--- config.mk ---
export PLATFORM = sky130hd
export DESIGN_NAME = integer_field_formatter
export DESIGN_NICKNAME = d
export VERILOG_FILES = /design/src/rtl/iff_pkg.sv /design/src/rtl/iff_digit_unit.sv /design/src/rtl/integer_field_formatter.sv
export SDC_FILE = /design/constraint.sdc
export NUM_CORES = 1
export LEC_CHECK = 0
export ABC_AREA = 0
export BUFFER_PORTS_ARGS = -buffer_cell sky130_fd_sc_hd__buf_2
export CAP_MARGIN = 5
export CORE_MARGIN = 2
export CORE_UTILIZATION = 60
export DETAILED_ROUTE_END_ITERATION = 16
export PLACE_DENSITY = 0.85
export SLEW_MARGIN = 20
export SYNTH_ARGS = -nofsm -noshare
export SYNTH_HDL_FRONTEND = slang
export SYNTH_SLANG_ARGS = --single-unit
export TNS_END_PERCENT = 5
--- constraint.sdc ---
create_clock -name i_clk -period 15.21 [get_ports i_clk]
set_input_delay 1.521 -clock i_clk [delete_from_list [all_inputs] [get_ports i_clk]]
set_output_delay 1.521 -clock i_clk [all_outputs]
set_load 0.005 [all_outputs]
--- src/rtl/iff_pkg.sv ---
package iff_pkg;

    // Sizes of the argument, the digit store and the emitted field.
    localparam int VALUE_W     = 64;
    localparam int DIGIT_SLOTS = 24;
    localparam int MAX_FIELD   = 64;
    localparam int PREC_MAX    = 62;
    localparam int DIGIT_BITS  = DIGIT_SLOTS * 4;
    localparam int OCT_DIGITS  = (VALUE_W + 2) / 3;
    localparam int OCT_EXT_W   = OCT_DIGITS * 3;
    localparam int CNT_W       = $clog2(MAX_FIELD + 1);
    localparam int NDIG_W      = $clog2(DIGIT_SLOTS + 1);
    localparam int STEP_W      = $clog2(VALUE_W);

    // Conversion modes.
    localparam logic [2:0] MODE_SDEC = 3'd0;
    localparam logic [2:0] MODE_UDEC = 3'd1;
    localparam logic [2:0] MODE_LHEX = 3'd2;
    localparam logic [2:0] MODE_UHEX = 3'd3;
    localparam logic [2:0] MODE_OCT  = 3'd4;
    localparam logic [2:0] MODE_CHAR = 3'd5;

    // Characters.
    localparam logic [7:0] CH_NUL   = 8'h00;
    localparam logic [7:0] CH_SPACE = 8'h20;
    localparam logic [7:0] CH_PLUS  = 8'h2B;
    localparam logic [7:0] CH_MINUS = 8'h2D;
    localparam logic [7:0] CH_ZERO  = 8'h30;
    localparam logic [7:0] CH_A_UP  = 8'h41;
    localparam logic [7:0] CH_X_UP  = 8'h58;
    localparam logic [7:0] CH_A_LO  = 8'h61;
    localparam logic [7:0] CH_X_LO  = 8'h78;

    typedef enum logic [1:0] {
        DU_HOLD,
        DU_LOAD,
        DU_DABBLE,
        DU_SHIFT
    } t_du_op;

    typedef enum logic [1:0] {
        LD_DEC,
        LD_HEX,
        LD_OCT
    } t_load_kind;

    typedef struct packed {
        t_du_op     op;
        t_load_kind kind;
        logic       negate;
    } t_du_ctrl;

    function automatic logic [7:0] digit_char(input logic [3:0] digit, input logic upper);
        logic [7:0] base_ch;
        if (digit < 4'd10) begin
            digit_char = CH_ZERO + {4'b0000, digit};
        end else begin
            base_ch    = upper ? CH_A_UP : CH_A_LO;
            digit_char = base_ch + {4'b0000, digit} - 8'd10;
        end
    endfunction

endpackage

--- src/rtl/iff_digit_unit.sv ---
module iff_digit_unit (
    input  logic                          i_clk,
    input  iff_pkg::t_du_ctrl             i_ctrl,
    input  logic [iff_pkg::VALUE_W-1:0]   i_value,
    output logic [3:0]                    o_top_digit
);
    import iff_pkg::*;

    logic [DIGIT_BITS-1:0] r_digits;
    logic [DIGIT_BITS-1:0] n_digits;
    logic [VALUE_W-1:0]    r_work;
    logic [VALUE_W-1:0]    n_work;
    logic [DIGIT_BITS-1:0] adjusted;
    logic [OCT_EXT_W-1:0]  oct_ext;
    logic [VALUE_W-1:0]    magnitude;

    assign magnitude = i_ctrl.negate ? (~i_value + VALUE_W'(1)) : i_value;
    assign oct_ext   = OCT_EXT_W'(i_value);

    // Every BCD digit of five or more gets three added before the doubling shift.
    always_comb begin
        for (int k = 0; k < DIGIT_SLOTS; k++) begin
            if (r_digits[4*k +: 4] >= 4'd5) begin
                adjusted[4*k +: 4] = r_digits[4*k +: 4] + 4'd3;
            end else begin
                adjusted[4*k +: 4] = r_digits[4*k +: 4];
            end
        end
    end

    always_comb begin
        n_digits = r_digits;
        n_work   = r_work;
        unique case (i_ctrl.op)
            DU_LOAD: begin
                unique case (i_ctrl.kind)
                    LD_HEX: begin
                        n_digits = DIGIT_BITS'(i_value);
                    end
                    LD_OCT: begin
                        n_digits = '0;
                        for (int k = 0; k < OCT_DIGITS; k++) begin
                            n_digits[4*k +: 4] = {1'b0, oct_ext[3*k +: 3]};
                        end
                    end
                    default: begin
                        n_digits = '0;
                        n_work   = magnitude;
                    end
                endcase
            end
            DU_DABBLE: begin
                n_digits = {adjusted[DIGIT_BITS-2:0], r_work[VALUE_W-1]};
                n_work   = {r_work[VALUE_W-2:0], 1'b0};
            end
            DU_SHIFT: begin
                n_digits = {r_digits[DIGIT_BITS-5:0], 4'b0000};
            end
            default: begin
                n_digits = r_digits;
            end
        endcase
    end

    always_ff @(posedge i_clk) begin
        r_digits <= n_digits;
        r_work   <= n_work;
    end

    assign o_top_digit = r_digits[DIGIT_BITS-1 -: 4];

endmodule

--- src/rtl/integer_field_formatter.sv ---
// Formats one printf-style integer conversion (%d %u %x %X %o %c) and sends
// the text out one character per output word, with o_last on the final word
// and a single o_empty_res word when the field is empty. The block takes one
// request at a time and stalls its input until the last word is registered.
// A request passes through a load step, double-dabble steps over all 64 value
// bits for decimal modes (none for hex, octal and character), up to 23 shifts
// that strip leading zero digits plus a step that ends the strip (none in
// character mode), a planning and a sizing step, a step at each phase boundary
// that the field passes (four at most), and then one character per cycle while
// the output does not stall. The binary to BCD conversion in the shared digit
// unit and the one-character-per-cycle output take most of a decimal request.
module integer_field_formatter (
    input  logic                         i_clk,
    input  logic                         i_rst_n,
    input  logic                         i_in_valid,
    output logic                         o_in_stall,
    input  logic [2:0]                   i_mode,
    input  logic [iff_pkg::VALUE_W-1:0]  i_value,
    input  logic                         i_pad_after,
    input  logic                         i_plus_flag,
    input  logic                         i_space_flag,
    input  logic                         i_radix_prefix,
    input  logic                         i_fill_zeros,
    input  logic [5:0]                   i_field_width,
    input  logic                         i_has_precision,
    input  logic [5:0]                   i_digit_precision,
    output logic                         o_out_valid,
    input  logic                         i_out_stall,
    output logic [7:0]                   o_out_char,
    output logic                         o_last,
    output logic                         o_empty_res
);
    import iff_pkg::*;

    typedef enum logic [10:0] {
        S_IDLE   = 11'b000_0000_0001,
        S_DABBLE = 11'b000_0000_0010,
        S_NORM   = 11'b000_0000_0100,
        S_PLAN   = 11'b000_0000_1000,
        S_SIZE   = 11'b000_0001_0000,
        S_PAD_L  = 11'b000_0010_0000,
        S_PREFIX = 11'b000_0100_0000,
        S_ZERO   = 11'b000_1000_0000,
        S_DIGIT  = 11'b001_0000_0000,
        S_PAD_R  = 11'b010_0000_0000,
        S_EMPTY  = 11'b100_0000_0000
    } t_state;

    t_state r_state, n_state;

    // Control counters.
    logic [STEP_W-1:0] r_step, n_step;
    logic [NDIG_W-1:0] r_ndig, n_ndig;
    logic [CNT_W-1:0]  r_cnt, n_cnt;
    logic [CNT_W-1:0]  r_pos, n_pos;
    logic [CNT_W-1:0]  r_lenm1, n_lenm1;

    // Captured request and the planned field layout.
    logic [2:0]        r_mode;
    logic [7:0]        r_char;
    logic              r_zero, r_neg, r_lj, r_plus, r_blank, r_alt, r_zpad, r_has_prec;
    logic [5:0]        r_width, r_prec;
    logic [1:0]        r_npre, n_npre;
    logic [7:0]        r_pre0, n_pre0, r_pre1, n_pre1;
    logic [CNT_W-1:0]  r_nzero, n_nzero;
    logic [NDIG_W-1:0] r_ndig_eff, n_ndig_eff;
    logic [CNT_W-1:0]  r_pad, n_pad;

    logic       r_out_valid;
    logic [7:0] r_out_char;
    logic       r_out_last, r_out_empty;

    logic       accept, out_free, emit, emit_last, emit_empty;
    logic [7:0] emit_char;
    logic [5:0] prec_sat;
    t_du_ctrl   du_ctrl;
    logic [3:0] top_digit;

    logic [CNT_W-1:0] ndig_w, prec_w, width_w, npre_w, total, len;

    iff_digit_unit u_digits (
        .i_clk       (i_clk),
        .i_ctrl      (du_ctrl),
        .i_value     (i_value),
        .o_top_digit (top_digit)
    );

    assign o_in_stall = (r_state != S_IDLE);
    assign accept     = i_in_valid && (r_state == S_IDLE);
    assign out_free   = !r_out_valid || !i_out_stall;

    assign prec_sat = (i_digit_precision > 6'(PREC_MAX)) ? 6'(PREC_MAX) : i_digit_precision;

    assign ndig_w  = CNT_W'(r_ndig);
    assign prec_w  = CNT_W'(r_prec);
    assign width_w = CNT_W'(r_width);
    assign npre_w  = CNT_W'(r_npre);
    assign total   = npre_w + r_nzero + CNT_W'(r_ndig_eff);

    always_comb begin
        if (width_w > total) begin
            len = width_w;
        end else begin
            len = total;
        end
        if (len > CNT_W'(MAX_FIELD)) begin
            len = CNT_W'(MAX_FIELD);
        end
    end

    always_comb begin
        n_state    = r_state;
        n_step     = r_step;
        n_ndig     = r_ndig;
        n_cnt      = r_cnt;
        n_pos      = r_pos;
        n_lenm1    = r_lenm1;
        n_npre     = r_npre;
        n_pre0     = r_pre0;
        n_pre1     = r_pre1;
        n_nzero    = r_nzero;
        n_ndig_eff = r_ndig_eff;
        n_pad      = r_pad;
        du_ctrl.op     = DU_HOLD;
        du_ctrl.kind   = LD_DEC;
        du_ctrl.negate = (i_mode == MODE_SDEC) && i_value[VALUE_W-1];
        emit       = 1'b0;
        emit_char  = CH_SPACE;
        emit_empty = 1'b0;

        case (i_mode) inside
            MODE_LHEX, MODE_UHEX: du_ctrl.kind = LD_HEX;
            MODE_OCT:             du_ctrl.kind = LD_OCT;
            default:              du_ctrl.kind = LD_DEC;
        endcase

        unique case (r_state)
            S_IDLE: begin
                if (accept) begin
                    du_ctrl.op = DU_LOAD;
                    n_ndig     = NDIG_W'(DIGIT_SLOTS);
                    n_step     = STEP_W'(VALUE_W - 1);
                    case (i_mode) inside
                        MODE_SDEC, MODE_UDEC:           n_state = S_DABBLE;
                        MODE_LHEX, MODE_UHEX, MODE_OCT: n_state = S_NORM;
                        default:                        n_state = S_PLAN;
                    endcase
                end
            end
            S_DABBLE: begin
                du_ctrl.op = DU_DABBLE;
                n_step     = r_step - STEP_W'(1);
                if (r_step == '0) begin
                    n_state = S_NORM;
                end
            end
            S_NORM: begin
                // Strip leading zero digits, keeping at least one.
                if (top_digit == 4'd0 && r_ndig > NDIG_W'(1)) begin
                    du_ctrl.op = DU_SHIFT;
                    n_ndig     = r_ndig - NDIG_W'(1);
                end else begin
                    n_state = S_PLAN;
                end
            end
            S_PLAN: begin
                n_npre     = 2'd0;
                n_pre0     = CH_ZERO;
                n_pre1     = CH_X_LO;
                n_nzero    = '0;
                n_ndig_eff = '0;
                if (r_mode == MODE_CHAR) begin
                    n_ndig_eff = NDIG_W'(1);
                end else if (r_mode <= MODE_OCT) begin
                    if (r_mode == MODE_SDEC) begin
                        if (r_neg) begin
                            n_npre = 2'd1;
                            n_pre0 = CH_MINUS;
                        end else if (r_plus) begin
                            n_npre = 2'd1;
                            n_pre0 = CH_PLUS;
                        end else if (r_blank) begin
                            n_npre = 2'd1;
                            n_pre0 = CH_SPACE;
                        end
                    end else if ((r_mode == MODE_LHEX || r_mode == MODE_UHEX)
                                 && r_alt && !r_zero) begin
                        n_npre = 2'd2;
                        n_pre1 = (r_mode == MODE_UHEX) ? CH_X_UP : CH_X_LO;
                    end else if (r_mode == MODE_OCT && r_alt && !r_zero
                                 && prec_w <= ndig_w) begin
                        // Octal gets its 0 only when precision zeros do not supply one.
                        n_npre = 2'd1;
                    end
                    if (prec_w > ndig_w) begin
                        n_nzero = prec_w - ndig_w;
                    end else if (r_zpad && !r_lj && !r_has_prec
                                 && width_w > CNT_W'(n_npre) + ndig_w) begin
                        n_nzero = width_w - (CNT_W'(n_npre) + ndig_w);
                    end
                    // A zero value with zero precision and no prefix has no digits.
                    if (r_zero && r_prec == 6'd0 && n_npre == 2'd0) begin
                        n_ndig_eff = '0;
                    end else begin
                        n_ndig_eff = r_ndig;
                    end
                end
                n_state = S_SIZE;
            end
            S_SIZE: begin
                n_pad   = (width_w > total) ? (width_w - total) : '0;
                n_lenm1 = len - CNT_W'(1);
                n_pos   = '0;
                n_cnt   = r_lj ? '0 : n_pad;
                n_state = (len == '0) ? S_EMPTY : S_PAD_L;
            end
            S_PAD_L: begin
                emit_char = CH_SPACE;
                if (r_cnt == '0) begin
                    n_cnt   = npre_w;
                    n_state = S_PREFIX;
                end else begin
                    emit = out_free;
                end
            end
            S_PREFIX: begin
                emit_char = (r_npre == 2'd2 && r_cnt == CNT_W'(1)) ? r_pre1 : r_pre0;
                if (r_cnt == '0) begin
                    n_cnt   = r_nzero;
                    n_state = S_ZERO;
                end else begin
                    emit = out_free;
                end
            end
            S_ZERO: begin
                emit_char = CH_ZERO;
                if (r_cnt == '0) begin
                    n_cnt   = CNT_W'(r_ndig_eff);
                    n_state = S_DIGIT;
                end else begin
                    emit = out_free;
                end
            end
            S_DIGIT: begin
                emit_char = (r_mode == MODE_CHAR) ? r_char
                                                  : digit_char(top_digit, r_mode == MODE_UHEX);
                if (r_cnt == '0) begin
                    n_cnt   = r_lj ? r_pad : '0;
                    n_state = S_PAD_R;
                end else begin
                    emit = out_free;
                    if (out_free) begin
                        du_ctrl.op = DU_SHIFT;
                    end
                end
            end
            S_PAD_R: begin
                emit_char = CH_SPACE;
                if (r_cnt == '0) begin
                    n_state = S_IDLE;
                end else begin
                    emit = out_free;
                end
            end
            S_EMPTY: begin
                emit_char  = CH_NUL;
                emit_empty = 1'b1;
                if (out_free) begin
                    emit    = 1'b1;
                    n_state = S_IDLE;
                end
            end
            default: begin
                n_state = S_IDLE;
            end
        endcase

        emit_last = emit_empty || (r_pos == r_lenm1);
        if (emit && !emit_empty) begin
            n_cnt = r_cnt - CNT_W'(1);
            n_pos = r_pos + CNT_W'(1);
            if (emit_last) begin
                n_state = S_IDLE;
            end
        end
    end

    always_ff @(posedge i_clk) begin
        if (!i_rst_n) begin
            r_state     <= S_IDLE;
            r_step      <= '0;
            r_ndig      <= '0;
            r_cnt       <= '0;
            r_pos       <= '0;
            r_lenm1     <= '0;
            r_out_valid <= 1'b0;
        end else begin
            r_state <= n_state;
            r_step  <= n_step;
            r_ndig  <= n_ndig;
            r_cnt   <= n_cnt;
            r_pos   <= n_pos;
            r_lenm1 <= n_lenm1;
            if (emit) begin
                r_out_valid <= 1'b1;
            end else if (!i_out_stall) begin
                r_out_valid <= 1'b0;
            end
        end
    end

    always_ff @(posedge i_clk) begin
        if (accept) begin
            r_mode     <= i_mode;
            r_char     <= i_value[7:0];
            r_zero     <= (i_value == '0);
            r_neg      <= (i_mode == MODE_SDEC) && i_value[VALUE_W-1];
            r_lj       <= i_pad_after;
            r_plus     <= i_plus_flag;
            r_blank    <= i_space_flag;
            r_alt      <= i_radix_prefix;
            r_zpad     <= i_fill_zeros;
            r_width    <= i_field_width;
            r_has_prec <= i_has_precision;
            r_prec     <= i_has_precision ? prec_sat : 6'd1;
        end
        r_npre     <= n_npre;
        r_pre0     <= n_pre0;
        r_pre1     <= n_pre1;
        r_nzero    <= n_nzero;
        r_ndig_eff <= n_ndig_eff;
        r_pad      <= n_pad;
        if (emit) begin
            r_out_char  <= emit_char;
            r_out_last  <= emit_last;
            r_out_empty <= emit_empty;
        end
    end

    assign o_out_valid = r_out_valid;
    assign o_out_char  = r_out_char;
    assign o_last      = r_out_last;
    assign o_empty_res = r_out_empty;

    // An accepted request always leaves the idle state on the next cycle.
    a_accept_busy: assert property (@(posedge i_clk) disable iff (!i_rst_n)
        accept |=> (r_state != S_IDLE))
        else $error("request accepted but sequencer stayed idle");

    // An empty field is always a single, final word.
    a_empty_last: assert property (@(posedge i_clk) disable iff (!i_rst_n)
        (o_out_valid && o_empty_res) |-> o_last)
        else $error("empty word without last mark");

    // Leading-zero stripping never removes the last digit.
    a_norm_digits: assert property (@(posedge i_clk) disable iff (!i_rst_n)
        (r_state == S_NORM) |-> (r_ndig != '0))
        else $error("digit count reached zero while stripping");

    // The character position never passes the end of the field.
    a_pos_bound: assert property (@(posedge i_clk) disable iff (!i_rst_n)
        (r_state == S_PAD_L || r_state == S_PREFIX || r_state == S_ZERO
         || r_state == S_DIGIT || r_state == S_PAD_R) |-> (r_pos <= r_lenm1))
        else $error("character position beyond field length");

endmodule
Word-level counts from Yosys, hierarchy flattened:

Cells that the tools add are included.

* register bits after elaboration: 282
* input bits: 89
* logic and storage cells: 297
* output and inout port bits: 12

* bitwise gates (word level): 4
* reduce and logical (&&, ||, !) cells: 54
* magnitude comparators: 33
* eq/ne operators: 36
* add/subtract/negate cells: 39
* muxes and demuxes: 98

Operators by type and width (count)
* $pmux 96 s3: 1
* $pmux 85 s2: 1
* $mux 11: 12
* $mux 64: 2
* $pmux 64 s2: 1
* $pmux 11 s11: 1
* $mux 4: 25
* $mux 7: 14
* $ge 4x3->1 const B: 24
* $add 4x2->4 const B: 23
* $add 64x1->64 const B: 1
* $logic_not 64->1: 1
* $not 64->64: 1
* $pmux 7 s5: 1
* $pmux 8 s4: 1
* $mux 5: 5
* $mux 6: 4
* $mux 8: 3
* $mux 2: 10
* $logic_and 1x1->1: 15
* $gt 6x7->1: 2
* $logic_not 7->1: 2
* $sub 7x1->7 const B: 2
* $eq 3x2->1 const B: 4
* other kinds (64): 108

Logic depth before layout (Yosys ltp):

Gate-level depths: netlist (run 1).

* word-level depth: 15
* gate-level depth with buffers: 22
* mapped depth without buffers: 21

Cells and area by module:

A second synthesis (run 1) with hierarchy kept.

* cell total of the unflattened synthesis: 1866
* area total of the unflattened synthesis: 17996.0 µm²

Modules (own cells, without submodules)
* iff_digit_unit: area each 10804.1 µm², seq. area each 4804.6 µm², instances 1, cells an instance 1105
* integer_field_formatter: area each 7191.9 µm², seq. area each 2892.8 µm², instances 1, cells an instance 761

Least setup slack after synthesis (run 1):

Ideal clock, no wire load.

* path kind: in2reg
* from: in i_out_stall
* to: reg u_digits.r_digits[0] (enable)
* data arrival time: 4.571 ns
* cell stages on the path: 4
* buffers on the path: 1
* required time: 14.066 ns
* setup slack: 9.496 ns
* cell sequence: a21oi_1 a21oi_1 clkbuf_1 nand3_1

* word-level cells in the longest chain between the ends: 7
* elaborated cells on any way between the ends: 9

Ends and longest elaborated chain
* start, declared: RTL line integer_field_formatter.sv:28 `input logic i_out_stall,`
* $logic_not 1->1 (*)
* $logic_or 1x1->1 (*): RTL line integer_field_formatter.sv:90 `assign out_free = !r_out_valid || !i_out_stall;`
* $mux 2 (*): RTL line integer_field_formatter.sv:252 `if (out_free) begin`
* $mux 2 (*): RTL line integer_field_formatter.sv:247 `if (r_cnt == '0) begin`
* $pmux 2 s4 (*): RTL line integer_field_formatter.sv:137 `unique case (r_state)`
* $eq 2x1->1 or $eq 2x2->1 (tied branches): RTL line iff_digit_unit.sv:34 `unique case (i_ctrl.op)`
* $reduce_bool 3->1 (no source line) (*)
* end signal, assigned: RTL line iff_digit_unit.sv:66 `r_digits <= n_digits;`
* end, declared: RTL line iff_digit_unit.sv:9 `logic [DIGIT_BITS-1:0] r_digits;`

Mark *: on every way between the ends. The rest lies on a longest branch, timed or not.
A chain may end at the register's enable or synchronous reset.

Final worst setup path (run 1):

* from: reg r_ndig[1]
* to: reg r_nzero[3] (data pin)

* word-level cells in the longest chain between the ends: 13
* elaborated cells on any way between the ends: 16

Ends and longest elaborated chain
* start, declared: RTL line integer_field_formatter.sv:53 `logic [NDIG_W-1:0] r_ndig, n_ndig;`
* start signal, assigned: RTL line integer_field_formatter.sv:300 `r_ndig <= n_ndig;`
* $le 6x5->1: RTL line integer_field_formatter.sv:191 `&& prec_w <= ndig_w) begin`
* $logic_and 1x1->1: RTL line integer_field_formatter.sv:191
* $mux 1: RTL line integer_field_formatter.sv:190 `end else if (r_mode == MODE_OCT && r_alt && !r_zero`
* $mux 2: RTL line integer_field_formatter.sv:186 `end else if ((r_mode == MODE_LHEX || r_mode == MODE_UHEX)`
* $mux 2: RTL line integer_field_formatter.sv:175 `if (r_mode == MODE_SDEC) begin`
* $mux 2: RTL line integer_field_formatter.sv:174 `end else if (r_mode <= MODE_OCT) begin`
* $mux 2: RTL line integer_field_formatter.sv:172 `if (r_mode == MODE_CHAR) begin`
* $mux 2: RTL line integer_field_formatter.sv:137
* $add 2x5->6: RTL line integer_field_formatter.sv:198, integer_field_formatter.sv:199
* $gt 6x7->1: RTL line integer_field_formatter.sv:198 `&& width_w > CNT_W'(n_npre) + ndig_w) begin`
* $logic_and 1x1->1: RTL line integer_field_formatter.sv:198
* $mux 7: RTL line integer_field_formatter.sv:197 `end else if (r_zpad && !r_lj && !r_has_prec`
* $mux 7 (*): RTL line integer_field_formatter.sv:195 `if (prec_w > ndig_w) begin`
* end signal, assigned: RTL line integer_field_formatter.sv:330 `r_nzero <= n_nzero;`
* end, declared: RTL line integer_field_formatter.sv:65 `logic [CNT_W-1:0] r_nzero, n_nzero;`

Mark *: on every way between the ends. The rest lies on a longest branch, timed or not. The select of a mux whose other input is x is not followed.

==> results.py, run 1 <==
metrics = {
    "status": {
        "outcome": "finished clean",
    },
    "detailed_routing": {
        "routed_wl_mm": 46.5,
        "firstDrtPassIters": 7,
        "num_vias": 15100,
        "drcViolationCount": 0,
        "wire_per_inst_um": 20.1,
        "drt-initial-drc-count": 2086,
        "routed_via_density": 6.55,
        "ant_nets": 0,
    },
    "layout": {
        "regArea_um2": 7700,
        "layout_common_cells": "edfxtp_1, a21oi_1, o21ai_0, nand2_1, nor2_1",
        "drive_gt1_share_pct": 9.90,
        "area_growth_pct": 10.9,
        "multi_input_area_um2": 9000,
        "layout_commonest_cell": "edfxtp_1",
        "finalNetCount": 2079,
        "n_fill_cell": 2258,
    },
    "power_and_ir_drop": {
        "sequentialPowerShare_pct": 45.2,
        "power_frac_clock_pct": 36.1,
        "internal-power_mw": 1.50,
        "sw_frac_of_total_pct": 28.6,
        "finalPower_mw": 2.11,
        "switching_power_mw": 0.601,
        "leakagePower_nw": 6.86,
        "combPwrFrac_pct": 18.7,
        "peakVddDrop_mv": 0.0904,
        "p_per_area_nw_per_um2": 110,
    },
    "synthesis": {
        "yosys_warnings": 0,
        "syn-cell-area_um2": 17300,
        "syn-instance-count": 1837,
        "synth-seq-area-share_pct": 44.6,
        "ys.flop_type": "edfxtp_1",
        "ys_types": 69,
        "ys_ff_latch": 271,
        "syn-num-nets": 2019,
        "synthArstFlopShare_pct": 0,
        "synth.avg_cell_area_um2": 9.40,
        "synth_edf_count": 227,
    },
    "clock_tree": {
        "cts_setup_buffers": 0,
        "cts_tree": "built",
        "postCtsHoldBufs": 0,
        "cts_resized": 0,
        "cts_sinks": 271,
        "clock_latency_ns": 0.55,
        "htree_levels": 1,
        "cts_buffer_depth": 3,
        "cts.clk_slew.worst_paths_ns": 0.06,
        "numCtsBuffers": 29,
        "root_buffer": "clkbuf_16",
    },
    "timing": {
        "fin_skew_ns": 0.0150,
        "fmax_mhz": 195,
        "tightest_slew_ns": 1.07,
        "rsz0062_at_grt": "no",
        "min_period_over_period_pct": 33.7,
        "finalMaxSlewViolations": 0,
        "hold_viol_final": 0,
        "finalSetupTns_ns": 0,
        "slew_headroom_pct": 28.4,
        "setup_violations": 0,
        "period_needed_ns": 5.13,
    },
    "global_route": {
        "grt_max_degree": 81,
        "grt_pass1_vias": 14000,
        "gr-total-overflow": 0,
        "grt_pass1_wl_mm": 73.9,
        "antenna_found_initial": 4,
        "grt_usage_pct": 30.1,
    },
    "worst_setup_path": {
        "arrival_ns": 5.51,
        "crit_type": "reg2reg",
        "required_ns": 15.59,
        "path_max_fanout": 6,
        "end_kind": "flop",
        "startpoint_type": "flop",
    },
    "placement": {
        "dp_hpwl_mm": 31.8,
        "routabilityCongestion": 0.931,
        "portBuffers": 100,
    },
    "floorplan": {
        "core_um2": 28500,
        "die_w_um": 174,
        "start_util_pct": 60.5,
        "dieArea_um2": 30200,
        "pin_count": 101,
        "rows": 62,
        "die_h_um": 174,
    },
    "worst_hold_path": {
        "hold_class": "reg2reg",
    },
    "flow_run": {
        "cap_violations": 0,
    },
}
## final timing paths
kind	start	to	slack (ns)	cells after the start
worst max register to register	r_ndig[1]$_SDFFE_PN0P_	r_nzero[3]$_SDFFCE_PP0P_	10.08	21
worst max-delay path	r_ndig[1]$_SDFFE_PN0P_	r_nzero[3]$_SDFFCE_PP0P_	10.08	21
worst min-delay path	r_lenm1[0]$_SDFFE_PN0P_	r_lenm1[0]$_SDFFE_PN0P_	0.52	2
worst min register to register	r_lenm1[0]$_SDFFE_PN0P_	r_lenm1[0]$_SDFFE_PN0P_	0.52	2
## flip-flops by register name, indices dropped and copies added, names as in the netlist, 3 cells and up
register / flops
r_cnt: 7
r_state: 11
r_pos: 7
r_ndig: 5
u_digits.r_work: 64
r_pad: 7
r_step: 6
u_digits.r_digits: 96
r_mode: 3
r_ndig_eff: 5
r_lenm1: 7
o_out_char: 8
r_prec: 6
r_width: 6
r_char: 8
r_nzero: 7
r_pre0: 4
## power groups by stage
stage / Sequential (mW) / Clock, mW / Combinational, mW
after floorplan: 0.948 / 0 / 0.278
after global placement: 0.959 / 0 / 0.365
after detailed placement: 0.963 / 0 / 0.383
after CTS: 0.948 / 0.765 / 0.388
after global routing: 0.958 / 0.793 / 0.434
final: 0.951 / 0.760 / 0.394
## worst max-delay path: stages, from the launching register on
cell	delay (ns)
dfxtp_1	0.50
inv_1	0.15
ha_1	0.35
nor2b_1	0.13
o21ai_0	0.22
a21boi_0	0.15
o21ai_0	0.24
a22oi_1	0.18
or2_2	0.34
o41ai_1	0.28
ha_1	0.28
fa_1	0.47
inv_1	0.08
ha_1	0.13
nor2b_1	0.12
o21ai_0	0.08
nand2b_1	0.13
a21o_1	0.17
a31oi_1	0.11
nor4_1	0.46
nand2_1	0.21
o22ai_1	0.18
## Yosys cell counts, types with 34 or more instances
master    instances  area (um2)
nor2_1          136         510
xnor2_1          66         578
nand2b_1         34         213
ha_1             86        1080
inv_1            81         304
nand2_1         175         657
nor3b_1          37         278
edfxtp_1        227        6820
a22oi_1          59         443
dfxtp_1          44         881
xor2_1           62         543
clkbuf_1         78         293
o21ai_0         189         946
a21oi_1         198         991
## routing by layer
metal  up-vias  part of all wire (%)  global-route usage (%)
met5         -                 0.015                       0
met4         2                   3.2                    10.2
met3       129                    10                    4.87
met2       863                    47                    48.6
met1      7168                    40                    41.7
li1       6951                     -                       -
## metrics by stage
step	instance area (um2)	setup WS (ns)	cells	util (%)	hold slack (ns)
global route	19100	9.87	2306	67.1	0.551
finish	19100	10.08	2307	67.1	0.521
CTS	19100	10.25	2303	67.0	0.517
detailed placement	18100	10.34	2250	63.4	0.510
floorplan	17300	9.50	1837	-	0.473
global placement	18100	10.49	2250	63.4	0.499
## final cells by class
| type | instances | share of cell area, % |
|---|---|---|
| multi-input combinational | 1397 | 47.0 |
| clock buffer | 40 | 4.50 |
| timing repair buffer | 116 | 3.24 |
| sequential | 271 | 40.2 |
| inverter | 82 | 1.61 |
| clock inverter | 13 | 0.869 |
| tap | 384 | 2.51 |
| antenna | 4 | 0.0523 |
## cells by family (layout without fill, tap and decap cells)
family	after synthesis	count (layout)	share of synthesized area, %
AOI/OAI and AO/OA	606	606	21.2
and+or+nand+nor	558	558	16.3
DFF	271	271	44.6
buffers and inverters	169	251	3.70
xor gates and xnor gates	128	128	6.49
adders and majority gates	94	94	7.10
muxes	11	11	0.637
other	0	4	0
Power figures use the tool's default switching activity.
==> inputs of run 2 (changes only) <==
==> constraint.sdc (replaced) <==
create_clock -name i_clk -period 4.9 [get_ports i_clk]
set_input_delay 0.49 -clock i_clk [delete_from_list [all_inputs] [get_ports i_clk]]
set_output_delay 0.49 -clock i_clk [all_outputs]
set_load 0.005 [all_outputs]
==> run 2 against run 1 <==
  * Register-to-register slack worse by 9.8 ns
  * Maximum frequency up 10%
  * Critical path depth down 1
  * Sequential share of layout area down 0.46 points
  * Highest routed layer is now met4
  * Die area unchanged
  * Combinational power rose to 3.1 times the previous value
  * Non-clock buffer count up 14
  * Core utilization up 0.78 points
  * Final area up 1.2%
  * Worst setup slack worse by 9.8 ns
  * First-iteration DRC count down 14%
  * Final cell count up 0.87%
==> results.py, run 2 (synthesized netlist as in run 1, its figures left out) <==
metrics = {
    "floorplan": {
        "core_um2": 28500,
        "dieArea_um2": 30200,
        "die_h_um": 174,
        "start_util_pct": 60.5,
        "pin_count": 101,
        "rows": 62,
        "die_w_um": 174,
    },
    "worst_setup_path": {
        "end_kind": "flop",
        "required_ns": 5.22,
        "crit_type": "reg2reg",
        "cp_slowest_cell": "fa_1",
        "arrival_ns": 4.98,
        "path_cells": "ha_1 > nor2b_1 > o21ai_0 > a21boi_0 > o21ai_1 > a22oi_2 > or2_2 > o41ai_2 > ha_2 > fa_1 > inv_1 > ha_1 > nor2b_1 > o21ai_0 > nand2b_1 > a21o_1 > a31oi_2 > or4_1 > o22a_1 > nor2_1",
        "startpoint_type": "flop",
        "critical-path-max-stage-delay_ns": 0.47,
        "path_max_fanout": 4,
        "reg2reg_setup_slack_ns": 0.25,
        "r2r_cells": 20,
    },
    "timing": {
        "min_period_over_period_pct": 95.0,
        "fin_skew_ns": 0.0168,
        "finalMaxSlewViolations": 0,
        "fmax_mhz": 215,
        "hold_viol_final": 0,
        "tightest_slew_ns": 1.06,
        "holdWs_ns": 0.0938,
        "slew_headroom_pct": 29.0,
        "finalSetupTns_ns": 0,
        "period_needed_ns": 4.65,
        "rsz0062_at_grt": "no",
        "setup_violations": 0,
    },
    "global_route": {
        "grt_pass1_vias": 14400,
        "gr-usage-met3_pct": 5.68,
        "busiest_layer": "met2",
        "grt_max_degree": 79,
        "grt_usage_pct": 30.7,
        "gr-total-overflow": 0,
        "met1_usage_pct": 41.4,
        "antenna_found_initial": 7,
        "grt_pass1_wl_mm": 75.2,
        "grt_util_met2_pct": 49.9,
    },
    "clock_tree": {
        "cts_tree": "built",
        "cts_setup_buffers": 0,
        "clock_latency_ns": 0.58,
        "root_buffer": "clkbuf_16",
        "cts_sinks": 271,
        "cts.clk_slew.worst_paths_ns": 0.06,
        "cts_buffer_depth": 3,
        "htree_levels": 1,
        "postCtsHoldBufs": 0,
        "cts_resized": 0,
        "numCtsBuffers": 30,
    },
    "layout": {
        "largest_reg_flops": 96,
        "layout_common_cells": "edfxtp_1, a21oi_1, o21ai_0, nand2_1, nor2_1",
        "fin_cells": 2327,
        "finalNetCount": 2094,
        "area_growth_pct": 12.1,
        "top_register": "u_digits.r_digits",
        "final_core_util_pct": 67.9,
        "drive_gt1_share_pct": 11.1,
        "reg.largest.list": "u_digits.r_digits: 96 flops, u_digits.r_work: 64 flops, r_state: 11 flops",
        "n_fill_cell": 2181,
        "layout_commonest_cell": "edfxtp_1",
    },
    "detailed_routing": {
        "num_vias": 15100,
        "wire_per_inst_um": 20.2,
        "firstDrtPassIters": 7,
        "routed_wl_mm": 47.0,
        "routed_via_density": 6.50,
        "ant_nets": 0,
        "drcViolationCount": 0,
        "drt-initial-drc-count": 1803,
    },
    "placement": {
        "dp_cells": 2264,
        "dp_hpwl_mm": 32.4,
        "portBuffers": 100,
        "routabilityCongestion": 0.921,
    },
    "power_and_ir_drop": {
        "finalPower_mw": 6.64,
        "p_per_area_nw_per_um2": 343,
        "leakagePower_nw": 6.96,
        "peakVddDrop_mv": 0.319,
    },
    "worst_hold_path": {
        "hold_class": "in2reg",
        "holdPathStages": 1,
    },
    "flow_run": {
        "cap_violations": 0,
    },
    "status": {
        "outcome": "finished clean",
    },
}
## run 2: cell types whose count changed in the layout (fill, tap and decap cells not counted), moves of 2 or more
cell and change:
clkinv_1 +2, clkinv_2 -3, buf_4 +12, diode_2 +3, buf_12 +2, inv_6 +3, clkinvlp_4 +2, clkbuf_1 -2
## run 2: power breakdown
part	switching [mW]	total, mW	internal [mW]	leakage (nW)
Combinational	0.760	1.24	0.482	3.88
Clock	0.982	2.45	1.46	0.525
Sequential	0.183	2.95	2.77	2.55
## run 2: path summary, 6_finish.rpt
kind                                                  to               startpoint
worst max-delay path            r_nzero[0]$_SDFFCE_PP0P_  r_prec[1]$_SDFFCE_PN0P_
worst min-delay path                    r_plus$_DFFE_PP_              i_plus_flag
worst max register to register  r_nzero[0]$_SDFFCE_PP0P_  r_prec[1]$_SDFFCE_PN0P_
worst min register to register     r_cnt[5]$_SDFFE_PN0P_    r_cnt[5]$_SDFFE_PN0P_
## run 2: per-stage QoR
step                      area [um2]  setup slack, ns
after floorplan                17300            0.389
after global placement         18200            0.426
after detailed placement       18200            0.212
after CTS                      19300            0.186
after global routing           19400           0.0154
final                          19400            0.246
## run 2: metal layers
metal  share of wire, %  wire, um
met1                 39     18400
met2                 47     22200
met3                 10      4900
met4                3.2      1520
met5                  0         0
## run 2: final cells by class
cell class | count | area [um2] | area share (%)
Multi-Input combinational cell | 1397 | 9040 | 46.7
Clock buffer | 38 | 865 | 4.46
Sequential cell | 271 | 7700 | 39.7
Tap cell | 384 | 480 | 2.48
Inverter | 82 | 308 | 1.59
Clock inverter | 18 | 209 | 1.08
Timing Repair Buffer | 130 | 751 | 3.88
Antenna cell | 7 | 17.5 | 0.0904
## run 2: critical path, delay by kind of cell, from the launching register on
family                   cells  cell delay (ns)
adder cells (fa/ha/maj)      4             1.29
buffers and inverters        1             0.09
flip-flops                   1             0.43
AND/OR/NAND/NOR              6             0.92
AO/OA/AOI/OAI                9             1.68
